--- src/hw/rtl/smx_pkg.sv ---
// ---------------------------------------------------------------------------
// smx_pkg: shared types and constants of the SplitMix bounded integer block
// Command codes, mixer constants, and the command and status records that
// pass between the sequencer and the datapath.
// ---------------------------------------------------------------------------
`timescale 1ns / 1ps
`default_nettype none

package smx_pkg;

  // Request kinds carried in the input tuser field.
  localparam logic [1:0] CMD_RAW     = 2'd0;
  localparam logic [1:0] CMD_BOOL    = 2'd1;
  localparam logic [1:0] CMD_UNIFORM = 2'd2;
  localparam logic [1:0] CMD_LOG     = 2'd3;

  // Mixer constants and the reset increment.
  localparam logic [63:0] MixC1      = 64'hff51afd7ed558ccd;
  localparam logic [63:0] MixC2      = 64'hc4ceb9fe1a85ec53;
  localparam logic [63:0] GammaReset = 64'h9e3779b97f4a7c15;
  localparam logic [63:0] Mask63     = 64'h7fffffffffffffff;
  localparam int unsigned MixShift   = 33;

  // Bit-length search: six halving steps, then one closing step.
  localparam logic [2:0] BlenLast = 3'd6;

  // Operations that the sequencer asks of the datapath in one cycle.
  typedef enum logic [3:0] {
    OP_NONE,
    OP_LOAD,
    OP_BLEN,
    OP_DIFF,
    OP_SEED,
    OP_MIX,
    OP_MUL_START,
    OP_XS,
    OP_FULL,
    OP_DIV_START,
    OP_ADDLO,
    OP_LOG2,
    OP_OUT
  } smx_op_e;

  // Source of the value placed in the output register.
  typedef enum logic [1:0] {
    SRC_RAW,
    SRC_BOOL,
    SRC_RES,
    SRC_ZERO
  } smx_src_e;

  typedef struct packed {
    smx_op_e    op;
    logic [2:0] step;
    logic       mul_sel;
    smx_src_e   src;
    logic       err;
  } smx_cmd_t;

  typedef struct packed {
    logic [1:0] cmd;
    logic       range_err;
    logic       full_span;
    logic       accept;
    logic       log_empty;
    logic       mul_done;
    logic       div_done;
    logic       out_free;
  } smx_sts_t;

endpackage

`default_nettype wire

--- src/hw/rtl/smx_ctrl.sv ---
// ---------------------------------------------------------------------------
// smx_ctrl: request sequencer
// Steps each request through loading, bound checks, bit-length search,
// draws, rejection loop and result hand-off, at most one datapath operation a cycle.
// ---------------------------------------------------------------------------
`timescale 1ns / 1ps
`default_nettype none

module smx_ctrl import smx_pkg::*; (
  input  wire logic     clk_i,
  input  wire logic     rst_ni,
  input  wire logic     in_valid_i,
  output logic          in_ready_o,
  output smx_cmd_t      cmd_o,
  input  wire smx_sts_t sts_i
);

  localparam logic [3:0] S_IDLE      = 4'd0;
  localparam logic [3:0] S_CHECK     = 4'd1;
  localparam logic [3:0] S_BLEN      = 4'd2;
  localparam logic [3:0] S_DIFF      = 4'd3;
  localparam logic [3:0] S_SEED      = 4'd4;
  localparam logic [3:0] S_MIX       = 4'd5;
  localparam logic [3:0] S_MUL1_GO   = 4'd6;
  localparam logic [3:0] S_MUL1_WAIT = 4'd7;
  localparam logic [3:0] S_MUL2_GO   = 4'd8;
  localparam logic [3:0] S_MUL2_WAIT = 4'd9;
  localparam logic [3:0] S_POST      = 4'd10;
  localparam logic [3:0] S_DIV_WAIT  = 4'd11;
  localparam logic [3:0] S_RES       = 4'd12;
  localparam logic [3:0] S_LOGCHK    = 4'd13;
  localparam logic [3:0] S_OUT       = 4'd14;

  logic [3:0] state_q, state_d;
  logic [2:0] cnt_q, cnt_d;
  logic       pass_q, pass_d;
  smx_src_e   src_q, src_d;
  logic       err_q, err_d;

  // Next state and the operation issued this cycle.
  always_comb begin
    state_d       = state_q;
    cnt_d         = cnt_q;
    pass_d        = pass_q;
    src_d         = src_q;
    err_d         = err_q;
    in_ready_o    = 1'b0;
    cmd_o.op      = OP_NONE;
    cmd_o.step    = cnt_q;
    cmd_o.mul_sel = 1'b0;
    cmd_o.src     = src_q;
    cmd_o.err     = err_q;
    case (state_q)
      S_IDLE: begin
        in_ready_o = 1'b1;
        if (in_valid_i) begin
          cmd_o.op = OP_LOAD;
          pass_d   = 1'b0;
          cnt_d    = 3'd0;
          state_d  = S_CHECK;
        end
      end
      S_CHECK: begin
        err_d = 1'b0;
        case (sts_i.cmd)
          CMD_RAW: begin
            src_d   = SRC_RAW;
            state_d = S_SEED;
          end
          CMD_BOOL: begin
            src_d   = SRC_BOOL;
            state_d = S_SEED;
          end
          CMD_UNIFORM, CMD_LOG: begin
            if (sts_i.range_err) begin
              src_d   = SRC_ZERO;
              err_d   = 1'b1;
              state_d = S_OUT;
            end else begin
              src_d   = SRC_RES;
              state_d = (sts_i.cmd == CMD_LOG) ? S_BLEN : S_DIFF;
            end
          end
          default: state_d = S_IDLE;
        endcase
      end
      S_BLEN: begin
        cmd_o.op = OP_BLEN;
        cnt_d    = cnt_q + 3'd1;
        if (cnt_q == BlenLast) begin
          cnt_d   = 3'd0;
          state_d = S_DIFF;
        end
      end
      S_DIFF: begin
        cmd_o.op = OP_DIFF;
        state_d  = S_SEED;
      end
      S_SEED: begin
        cmd_o.op = OP_SEED;
        state_d  = S_MIX;
      end
      S_MIX: begin
        cmd_o.op = OP_MIX;
        state_d  = S_MUL1_GO;
      end
      S_MUL1_GO: begin
        cmd_o.op = OP_MUL_START;
        state_d  = S_MUL1_WAIT;
      end
      S_MUL1_WAIT: begin
        if (sts_i.mul_done) begin
          cmd_o.op = OP_XS;
          state_d  = S_MUL2_GO;
        end
      end
      S_MUL2_GO: begin
        cmd_o.op      = OP_MUL_START;
        cmd_o.mul_sel = 1'b1;
        state_d       = S_MUL2_WAIT;
      end
      S_MUL2_WAIT: begin
        if (sts_i.mul_done) begin
          cmd_o.op = OP_XS;
          state_d  = S_POST;
        end
      end
      S_POST: begin
        if (src_q != SRC_RES) begin
          state_d = S_OUT;
        end else if (sts_i.full_span) begin
          cmd_o.op = OP_FULL;
          state_d  = S_RES;
        end else begin
          cmd_o.op = OP_DIV_START;
          state_d  = S_DIV_WAIT;
        end
      end
      S_DIV_WAIT: begin
        if (sts_i.div_done) begin
          if (sts_i.accept) begin
            cmd_o.op = OP_ADDLO;
            state_d  = S_RES;
          end else begin
            // Biased draw: take another one.
            state_d = S_SEED;
          end
        end
      end
      S_RES: begin
        if ((sts_i.cmd == CMD_LOG) && !pass_q) begin
          cmd_o.op = OP_LOG2;
          pass_d   = 1'b1;
          state_d  = S_LOGCHK;
        end else begin
          state_d = S_OUT;
        end
      end
      S_LOGCHK: begin
        if (sts_i.log_empty) begin
          src_d   = SRC_ZERO;
          state_d = S_OUT;
        end else begin
          state_d = S_DIFF;
        end
      end
      S_OUT: begin
        if (sts_i.out_free) begin
          cmd_o.op = OP_OUT;
          state_d  = S_IDLE;
        end
      end
      default: state_d = S_IDLE;
    endcase
  end

  always_ff @(posedge clk_i or negedge rst_ni) begin
    if (!rst_ni) begin
      state_q <= S_IDLE;
      cnt_q   <= 3'd0;
      pass_q  <= 1'b0;
      src_q   <= SRC_ZERO;
      err_q   <= 1'b0;
    end else begin
      state_q <= state_d;
      cnt_q   <= cnt_d;
      pass_q  <= pass_d;
      src_q   <= src_d;
      err_q   <= err_d;
    end
  end

  // A result is written only when the output register can take it.
  assert property (@(posedge clk_i) disable iff (!rst_ni)
    (cmd_o.op == OP_OUT) |-> sts_i.out_free)
    else $error("result written into an occupied output register");

  // Multiplier completions arrive only while a draw waits for them.
  assert property (@(posedge clk_i) disable iff (!rst_ni)
    sts_i.mul_done |-> (state_q == S_MUL1_WAIT || state_q == S_MUL2_WAIT))
    else $error("multiplier finished outside a draw");

  // Divider completions arrive only while the rejection check waits.
  assert property (@(posedge clk_i) disable iff (!rst_ni)
    sts_i.div_done |-> (state_q == S_DIV_WAIT))
    else $error("divider finished outside the rejection check");

  // Only range requests use the divider.
  assert property (@(posedge clk_i) disable iff (!rst_ni)
    (state_q == S_DIV_WAIT) |-> (sts_i.cmd == CMD_UNIFORM || sts_i.cmd == CMD_LOG))
    else $error("divider in use for a raw or boolean request");

endmodule

`default_nettype wire

--- config.mk ---
export PLATFORM = sky130hd
export DESIGN_NAME = smx_ctrl
export DESIGN_NICKNAME = d
export VERILOG_FILES = /design/src/hw/rtl/smx_pkg.sv /design/src/hw/rtl/smx_ctrl.sv
export SDC_FILE = /design/constraint.sdc
export NUM_CORES = 1
export LEC_CHECK = 0
export ABC_AREA = 1
export BUFFER_PORTS_ARGS = -buffer_cell sky130_fd_sc_hd__clkbuf_2
export CAP_MARGIN = 20
export CORE_MARGIN = 4
export CORE_UTILIZATION = 50
export DETAILED_ROUTE_END_ITERATION = 12
export HOLD_SLACK_MARGIN = 0.05
export MAX_ROUTING_LAYER = met4
export PLACE_DENSITY = 0.8
export SYNTH_ARGS = -nofsm -noshare
export SYNTH_HDL_FRONTEND = slang
export SYNTH_SLANG_ARGS = --single-unit
--- constraint.sdc ---
create_clock -name clk_i -period 1.7 [get_ports clk_i]
set_clock_uncertainty 0.05 [all_clocks]
set_input_delay 0.255 -clock clk_i [delete_from_list [all_inputs] [get_ports clk_i]]
set_output_delay 0.255 -clock clk_i [all_outputs]
set_load 0.02 [all_outputs]
==> results of run 1 <==
-- state kept, by name, summed over array words and instances, names as in the netlist --
signal	flops
cnt_q	3
err_q	1
pass_q	1
src_q	2
state_q	4
-- where the power goes --
part,total (mW),internal [mW],switching (mW)
combinational,2.01,0.788,1.22
sequential,0.593,0.413,0.180
clock,0.193,0.0875,0.106
-- cells in the final DEF, fill, tap and decap left out, types with 2 or more instances in the layout --
master and count:
clkbuf_2 19, clkbuf_4 3, nor2_4 6, buf_6 5
nand3_1 12, dfrtp_2 4, buf_4 13, a22oi_1 2
inv_2 4, o211ai_1 2, inv_4 3, inv_1 17
a21oi_1 2, nor2_2 5, dfstp_2 2, nand2_2 7
o22ai_1 2, dfrtp_1 5, nand3b_1 2, nor2_1 11
o21ai_0 6, nand2_4 5, nand3_2 4, nand2_1 36
-- worst min path at each step --
stage | slack [ns] | cells after the start | end | from
CTS | 0.17 | 3 | err_q$_DFFE_PN0P_ | sts_i[6]
finish | 0.17 | 3 | err_q$_DFFE_PN0P_ | sts_i[6]
global placement | 0.1 | 1 | err_q$_DFFE_PN0P_ | rst_ni
global route | 0.19 | 3 | err_q$_DFFE_PN0P_ | sts_i[6]
floorplan | -0.09 | 0 | cnt_q[0]$_DFFE_PN0P_ | rst_ni
detailed placement | 0.10 | 1 | err_q$_DFFE_PN0P_ | rst_ni
-- worst max-delay path, cell delays in order, from the launching register on --
cell and delay [ns]:
dfrtp_2 0.49, inv_2 0.12, nand2_1 0.09, nor2_1 0.25, a31oi_4 0.17, nand3_1 0.13, buf_6 0.12
-- stage by stage --
step,area (um2),instances,utilization,power [mW],hold WS (ns)
after detailed placement,1100,198,0.6168,2.008,0.1008
final,1403,216,0.7867,2.798,0.1706
after floorplan,964.7,151,-,1.631,-0.09059
after global placement,1100,198,0.6168,1.954,0.09645
after global routing,1403,216,0.7867,2.984,0.1875
after CTS,1250,211,0.7011,2.431,0.1710
-- layout make-up --
cell class                 count  share of cell area
multi-input combinational    112              0.4853
inverter                      25             0.07582
clock inverter                 1            0.003568
clock buffer                   3             0.01606
timing repair buffer          39              0.1954
tap                           25             0.02230
sequential                    11              0.2016
-- metal layers --
metal / wire length (um) / track usage / vias up / share of wire
li1: - / - / 560 / -
met1: 1361 / 0.2920 / 551 / 0.40
met2: 1669 / 0.3996 / 79 / 0.48
met3: 214 / 0.04585 / 20 / 0.062
met4: 197 / 0.1223 / 0 / 0.057
met5: 0 / - / - / 0
-- what timing repair did --
item / CTS / global route
resized for setup: 18 / 32
buffers inserted: 8 / 5
endpoints found under the setup margin: 6 / 5
pin swaps: 4 / 11
hold endpoints to repair: 9 / 0
hold buffers: 1 / 0
-- cells by family after synthesis --
kind of cell,synth area share
AOI/OAI and AO/OA,0.1102
xor gates and xnor gates,0.009081
buffers and inverters,0.1271
DFF,0.2879
and+or+nand+nor,0.4656
==> out/qor.yml, run 1 <==
global_route:
  gr-total-overflow: 0
  grt_start_max_net_pins: 12
  antenna_found_initial: 0
  grt_first_pass_wirelength_um: 4747
  vias_in_the_first_global_route: 1070
  global_route.usage.total: 0.2468
critical_path:
  worst_reg2reg_endpoint: "state_q[2]$_DFFE_PN0P_"
  timing.critical_path.required_ns: 1.39
  timing.critical_path.from_type: "flip-flop"
  worst-r2r-setup-slack_ns: 0.12
  worst_setup_path_end_kind: "primary output"
  critical_path_destination: "cmd_o[10]"
  timing_worst_setup_path_type: "flip-flop to primary output"
  crit_path_max_fanout: 7
  r2r_cells: 10
  timing.critical_path.arrival_ns: 1.65
  critPathLaunch: "state_q[2]$_DFFE_PN0P_"
  worst_flop_to_flop_path_startpoint: "state_q[1]$_DFFE_PN0P_"
detailed_routing:
  final_antenna_net_count: 0
  drt_wl_total_um: 3443
  drt_drc_violations_left: 0
  dr.first_iter.drc_count: 59
  drt-pass1-iter-count: 4
  vias: 1210
  vias_per_cell: 5.602
  drt-wirelength-per-cell_um: 15.94
yosys:
  synth.lib_cells_used.distinct: 28
  ys_top_cells_by_area: "dfrtp_1, nand2_1, nand3_1"
  synth_top_area_cell: "dfrtp_1"
  yosysMostFrequentCell: "nand2_1"
  ys.warnings.count: 0
  yosys_register_bits: 11
  avgSynthCellArea_um2: 6.389
  mapped_cell_area_um2: 964.7
  synth-async-reset-ratio: 1.000
  postSynthNetCount: 163
  synth.top_cell.area_share: 0.2335
  synth_seq_area_share: 0.2879
  number_of_flops_mapped_to_enable_cells_by_yosys: 0
  post_synth_inst_count: 151
  synth_common_cells: "nand2_1, inv_1, nor2_1, nand3_1, dfrtp_1"
  synth_flop_cell: "dfrtp_1"
die:
  fp_rows: 15
  floorplan.die.width_um: 51.93
  num_io_pins: 24
  fp.dieH_um: 51.93
  die-area_mm2: 0.002696
  initial_utilization: 0.5411
  floorplan.core_area_mm2: 0.001783
clock_network:
  cts.path.max_buffers: 2
  cts_root_buffer: "clkbuf_4"
  clk-insertion-delay-late_ns: 0.28
  cts.htree.levels: 1
  cts_inserted_buffers: 3
  tritoncts: "built"
  clk_pin_slew_worst_paths_ns: 0.08
  clkSinkCount: 11
cells_and_area:
  area_growth_pct: 45.40
  n_fill_cell: 121
  number_of_nets_in_the_layout: 204
  share_of_cells_above_drive_strength_1: 0.4607
  diodes: 0
  footprint_of_the_multi_input_gates_um2: 680.7
  layout.area.seq_um2: 282.8
timing:
  report.final.slew_viol_count: 0
  setup_viol: 4
  post_route_setup_slack_ns: -0.2543
  report.final.hold_viol_count: 0
  worst_slew_margin_rel: 0.7108
  finalWorstPathRequiredPeriod_ns: 1.954
  post-route-period-util: 1.150
  maxClockFrequency_ghz: 0.5117
  tns_ns: -0.8479
  unrepaired_setup_endpoints_after_global_routing: "true"
  timing_worst_slew_pin_value_ns: 0.4312
placed_design:
  preCtsSetupSlack_ns: -0.08498
  port-buffer-count: 23
  routabilityCongestion: 1.036
  dp_hpwl_um: 2242
power:
  leakagePower_nw: 0.7618
  power_density_cells_mw_per_mm2: 1995
  worst_ir_drop_vdd_mv: 1.430
status:
  violations: "setup timing"
  run_status: "finished with violations"
hold_path:
  hold_class: "input pin to flip-flop"
job:
  maxCapViolCount: 0
Note: power is estimated with default switching activity, not from simulation.
==> inputs of run 2 (changes only) <==
--- a/config.mk
+++ b/config.mk
@@ -8,12 +8,12 @@
 export ABC_AREA = 1
 export BUFFER_PORTS_ARGS = -buffer_cell sky130_fd_sc_hd__clkbuf_2
 export CAP_MARGIN = 20
-export CORE_MARGIN = 4
 export CORE_UTILIZATION = 50
 export DETAILED_ROUTE_END_ITERATION = 12
 export HOLD_SLACK_MARGIN = 0.05
 export MAX_ROUTING_LAYER = met4
 export PLACE_DENSITY = 0.8
+export SKIP_LAST_GASP = 1
 export SYNTH_ARGS = -nofsm -noshare
 export SYNTH_HDL_FRONTEND = slang
 export SYNTH_SLANG_ARGS = --single-unit
==> run 2 against run 1 <==
Net effect: the flow still finishes with violations (setup timing); via count up 6.0%; global-route usage increased by 8.7 points; die area decreased by 22%; first-iteration DRC count is 66% higher; highest routed layer unchanged; sequential share of layout area down 0.32 points; sequential cell count stayed put; combinational power increased by 8%; non-clock buffer count rose by 4; sequential power barely moved.
==> out/qor.yml, run 2 (synthesized netlist as in run 1, its figures left out) <==
detailed_routing:
  vias: 1282
  drt-pass1-iter-count: 5
  drt_drc_violations_left: 0
  drt-wirelength-per-cell_um: 16.66
  vias_per_cell: 5.827
  final_antenna_net_count: 0
  dr.first_iter.drc_count: 98
  drt_wl_total_um: 3666
cells_and_area:
  layout.cells.most_common: "nand2_1"
  largest-register: "state_q"
  diodes: 0
  layout.area.seq_um2: 282.8
  top_regs: "state_q: 4 flops, cnt_q: 3 flops, src_q: 2 flops"
  n_fill_cell: 119
  number_of_nets_in_the_layout: 208
  finish.utilization: 0.8078
  post_route_cell_area_mm2: 0.001425
  largest_reg_flops: 4
  area_growth_pct: 47.73
  layout_common_cells: "nand2_1, clkbuf_2, inv_1, nand3_1, buf_4"
  footprint_of_the_multi_input_gates_um2: 651.9
  share_of_cells_above_drive_strength_1: 0.4615
hold_path:
  hold_end: "err_q$_DFFE_PN0P_"
  hold_class: "input pin to flip-flop"
  startpoint_of_the_most_critical_hold_path: "sts_i[6]"
  hold_path_depth: 3
critical_path:
  timing.critical_path.required_ns: 1.39
  timing.critical_path.arrival_ns: 1.76
  worst_flop_to_flop_path_startpoint: "state_q[1]$_DFFE_PN0P_"
  timing_worst_setup_path_type: "flip-flop to primary output"
  worst_setup_path_end_kind: "primary output"
  crit_path_max_fanout: 5
  r2r_cells: 11
  worst_reg2reg_endpoint: "state_q[3]$_DFFE_PN0P_"
  worst-r2r-setup-slack_ns: -0.01
  timing.critical_path.from_type: "flip-flop"
timing:
  finalWorstPathRequiredPeriod_ns: 2.066
  report.final.hold_viol_count: 0
  maxClockFrequency_ghz: 0.4841
  post_route_setup_slack_ns: -0.3655
  setup_viol: 6
  unrepaired_setup_endpoints_after_global_routing: "true"
  post-route-period-util: 1.215
  report.final.slew_viol_count: 0
  timing_worst_slew_pin_value_ns: 0.3804
  worst_slew_margin_rel: 0.7449
placed_design:
  routabilityCongestion: 0.9184
  dp_hpwl_um: 1990
  port-buffer-count: 23
  postPlaceCellArea_mm2: 0.001100
die:
  fp_rows: 15
  fp.dieH_um: 45.93
  num_io_pins: 24
  initial_utilization: 0.5468
  die-area_mm2: 0.002109
  floorplan.core_area_mm2: 0.001764
  floorplan.die.width_um: 45.93
global_route:
  global_route.usage.total: 0.3342
  grt_first_pass_wirelength_um: 4809
  vias_in_the_first_global_route: 1089
  gr-total-overflow: 0
  grt_start_max_net_pins: 12
  antenna_found_initial: 0
power:
  power.total_mw: 2.987
  worst_ir_drop_vdd_mv: 1.536
  leakagePower_nw: 0.7704
  power_density_cells_mw_per_mm2: 2096
clock_network:
  clkSinkCount: 11
  cts_inserted_buffers: 3
  clk_pin_slew_worst_paths_ns: 0.09
  cts.htree.levels: 1
  tritoncts: "built"
  clk-insertion-delay-late_ns: 0.30
  cts_root_buffer: "clkbuf_4"
  cts.path.max_buffers: 2
status:
  run_status: "finished with violations"
  violations: "setup timing"
job:
  maxCapViolCount: 0
## run 2: changes by cell type in the layout (fill, tap and decap cells not counted), moves of 2 or more
| cell | delta |
|---|---|
| buf_2 | +3 |
| clkbuf_2 | -2 |
| clkbuf_8 | +2 |
| nand2_4 | -2 |
| nand3_1 | +3 |
| nand3_2 | -3 |
## run 2: what timing repair did
item	CTS	global route
hold buffers	1	0
hold endpoints to repair	9	0
resized for setup	18	30
setup buffers	7	10
endpoints found under the setup margin	6	6
pin swaps	5	11
cloned	0	0
## run 2: power by group
group	internal, mW	total, mW	switching (mW)
Clock	0.0878	0.210	0.122
Combinational	0.889	2.18	1.29
Sequential	0.412	0.596	0.184
## run 2: critical path, cell delays in order, from the launching register on
cell	delay [ns]
dfrtp_2	0.48
buf_6	0.16
nand2_8	0.07
inv_4	0.04
nand2_4	0.07
nand2_2	0.08
a21oi_1	0.21
nand3_1	0.16
clkbuf_8	0.19
## run 2: routing by layer
| metal | vias to the layer above | wire [um] | track usage |
|---|---|---|---|
| met5 | - | 0 | - |
| met4 | 0 | 233 | 0.1588 |
| met3 | 35 | 354 | 0.05159 |
| met2 | 97 | 1717 | 0.5437 |
| met1 | 582 | 1361 | 0.3986 |
| li1 | 568 | - | - |
## run 2: area by class of cell
type,instances,share of cell area
Clock buffer,3,0.01580
Clock inverter,1,0.003512
Inverter,25,0.07638
Multi-Input combinational cell,112,0.4574
Sequential cell,11,0.1984
Tap cell,25,0.02195
Timing Repair Buffer,43,0.2265
## run 2: worst max path at each step
| stage | from | endpoint | cells past startpoint | slack [ns] |
|---|---|---|---|---|
| after global placement | state_q[1]$_DFFE_PN0P_ | cmd_o[7] | 6 | -0.07 |
| after floorplan | state_q[0]$_DFFE_PN0P_ | cmd_o[7] | 6 | 0.24 |
| after detailed placement | state_q[1]$_DFFE_PN0P_ | cmd_o[7] | 6 | -0.10 |
| final | state_q[1]$_DFFE_PN0P_ | cmd_o[7] | 8 | -0.37 |
| after CTS | state_q[0]$_DFFE_PN0P_ | cmd_o[8] | 8 | -0.16 |
| after global routing | state_q[1]$_DFFE_PN0P_ | cmd_o[7] | 8 | -0.38 |
## run 2: per-stage QoR
step	std cells	setup TNS, ns	hold slack (ns)	worst slack [ns]
2_1_floorplan	151	0	-0.09059	0.2407
3_3_place_gp	198	-0.07194	0.09422	-0.07194
3_5_place_dp	198	-0.1199	0.09895	-0.1005
4_1_cts	210	-0.5656	0.1707	-0.1578
5_1_grt	220	-1.311	0.1691	-0.3833
6_report	220	-0.9015	0.1478	-0.3655
==> inputs of run 3 (changes only) <==
--- a/config.mk
+++ b/config.mk
@@ -13,6 +13,7 @@
 export HOLD_SLACK_MARGIN = 0.05
 export MAX_ROUTING_LAYER = met4
 export PLACE_DENSITY = 0.8
+export REMOVE_ABC_BUFFERS = 1
 export SKIP_LAST_GASP = 1
 export SYNTH_ARGS = -nofsm -noshare
 export SYNTH_HDL_FRONTEND = slang
==> run 3 against run 2 <==
Net effect: the flow still finishes with violations (setup timing); count of clock-buffer cells in the layout unchanged; setup slack improved by 0.16 ns; design area shrank 4.7%; critical endpoint is now cmd_o[8]; critical path type unchanged; first-iteration DRC count fell by 49%; worst hold slack improved by 0.011 ns; die area did not move; core utilization is 3.8 points lower.
==> out/qor.yml, run 3 (synthesized netlist as in run 1, its figures left out) <==
status:
  run_status: "finished with violations"
  violations: "setup timing"
critical_path:
  worst_flop_to_flop_path_startpoint: "state_q[0]$_DFFE_PN0P_"
  timing_worst_setup_path_type: "flip-flop to primary output"
  worst_setup_path_end_kind: "primary output"
  r2r_cells: 12
  worst_reg2reg_endpoint: "state_q[0]$_DFFE_PN0P_"
  timing.critical_path.required_ns: 1.39
  timing.critical_path.from_type: "flip-flop"
  worst-r2r-setup-slack_ns: 0.01
  timing.critical_path.arrival_ns: 1.60
  crit_path_max_fanout: 7
cells_and_area:
  layout.cells.most_common: "nand2_1"
  footprint_of_the_multi_input_gates_um2: 615.6
  largest_reg_flops: 4
  area_growth_pct: 40.86
  number_of_nets_in_the_layout: 207
  layout_common_cells: "nand2_1, clkbuf_2, inv_1, buf_4"
  top_regs: "state_q: 4 flops, cnt_q: 3 flops, src_q: 2 flops"
  diodes: 0
  share_of_cells_above_drive_strength_1: 0.4330
  n_fill_cell: 135
  finish.utilization: 0.7702
  largest-register: "state_q"
  layout.area.seq_um2: 281.5
clock_network:
  clkSinkCount: 11
  tritoncts: "built"
  cts.htree.levels: 1
  cts_root_buffer: "clkbuf_4"
  cts_inserted_buffers: 3
  clk_pin_slew_worst_paths_ns: 0.08
  clk-insertion-delay-late_ns: 0.28
  cts.path.max_buffers: 2
timing:
  finalHoldWorstSlack_ns: 0.1583
  maxClockFrequency_ghz: 0.5252
  report.final.slew_viol_count: 0
  finalWorstPathRequiredPeriod_ns: 1.904
  worst_slew_margin_rel: 0.7184
  report.final.hold_viol_count: 0
  post_route_setup_slack_ns: -0.2040
  setup_viol: 4
  unrepaired_setup_endpoints_after_global_routing: "true"
  post-route-period-util: 1.120
  timing_worst_slew_pin_value_ns: 0.4199
die:
  floorplan.die.width_um: 45.93
  fp_rows: 15
  fp.dieH_um: 45.93
  floorplan.core_area_mm2: 0.001764
  initial_utilization: 0.5468
  num_io_pins: 24
  die-area_mm2: 0.002109
detailed_routing:
  drt-wirelength-per-cell_um: 13.23
  drt-pass1-iter-count: 4
  vias: 1142
  final_antenna_net_count: 0
  drt_drc_violations_left: 0
  drt_wl_total_um: 2897
  dr.first_iter.drc_count: 50
  vias_per_cell: 5.215
power:
  power.total_mw: 2.690
  leakagePower_nw: 0.7425
  power_density_cells_mw_per_mm2: 1979
  worst_ir_drop_vdd_mv: 1.305
hold_path:
  hold_end: "err_q$_DFFE_PN0P_"
  hold_path_depth: 3
  hold_class: "input pin to flip-flop"
  startpoint_of_the_most_critical_hold_path: "sts_i[6]"
global_route:
  grt_first_pass_wirelength_um: 4271
  global_route.usage.total: 0.3005
  vias_in_the_first_global_route: 1002
  grt_start_max_net_pins: 12
  gr-total-overflow: 0
  antenna_found_initial: 0
placed_design:
  routabilityCongestion: 0.9030
  preCtsSetupSlack_ns: 0.03430
  dp_hpwl_um: 2001
  port-buffer-count: 23
job:
  maxCapViolCount: 0
## run 3: cell types whose count changed in the layout (fill, tap and decap cells not counted), moves of 2 or more
| cell | change |
|---|---|
| buf_2 | -3 |
| buf_4 | +2 |
| nand2_2 | +2 |
| nor2_1 | +4 |
| nor2_4 | -2 |
| nor2_2 | -2 |
| clkbuf_2 | +2 |
| inv_4 | -3 |
| inv_2 | +2 |
## run 3: final cells by class
class	instances	area share
clock buffers	3	0.01657
clock inverters	1	0.003683
inverters	25	0.07459
multi-input cells	112	0.4530
flip-flops and latches	11	0.2072
well taps	25	0.02302
repair buffers	42	0.2219
## run 3: critical path, cell delays in order (launching register included)
cell and delay [ns]:
dfrtp_2 0.48, inv_2 0.09, nand2_1 0.11, nor2_1 0.05, a31oi_1 0.26, nand3_1 0.14, clkbuf_8 0.18
## run 3: per-layer routing
layer / vias up / share of wire / global-route usage / routed length [um]
met4: 0 / 0.029 / 0.1118 / 85
met3: 12 / 0.075 / 0.02381 / 216
li1: 564 / - / - / -
met2: 56 / 0.47 / 0.4761 / 1363
met5: - / 0 / - / 0
met1: 510 / 0.43 / 0.3966 / 1232
## run 3: timing repair
item,in CTS,in global routing
pin swaps,7,8
gates resized for setup,16,17
hold endpoints to repair,9,0
hold buffers,1,0
buffers inserted,10,4
setup endpoints to repair,5,4
## run 3: where the power goes
| group | switching (mW) | internal (mW) | total, mW | leakage, nW |
|---|---|---|---|---|
| clock network | 0.104 | 0.0874 | 0.191 | 0.0177 |
| logic | 1.11 | 0.805 | 1.92 | 0.591 |
| registers | 0.172 | 0.410 | 0.582 | 0.134 |
| total | 1.39 | 1.30 | 2.69 | 0.743 |
## run 3: worst max path at each step
stage	from	endpoint	slack, ns
after detailed placement	state_q[1]$_DFFE_PN0P_	cmd_o[7]	0.03
after CTS	state_q[0]$_DFFE_PN0P_	cmd_o[8]	-0.12
after floorplan	state_q[0]$_DFFE_PN0P_	cmd_o[10]	0.19
after global routing	state_q[0]$_DFFE_PN0P_	cmd_o[8]	-0.25
final	state_q[2]$_DFFE_PN0P_	cmd_o[8]	-0.20
after global placement	state_q[1]$_DFFE_PN0P_	cmd_o[7]	0.10
## run 3: through the flow
stage	TNS (ns)	std cells	cell area, um2
floorplan	0	148	938.4
global placement	0	200	1115
detailed placement	0	200	1115
CTS	-0.4307	215	1275
global route	-1.178	219	1359
finish	-0.6676	219	1359
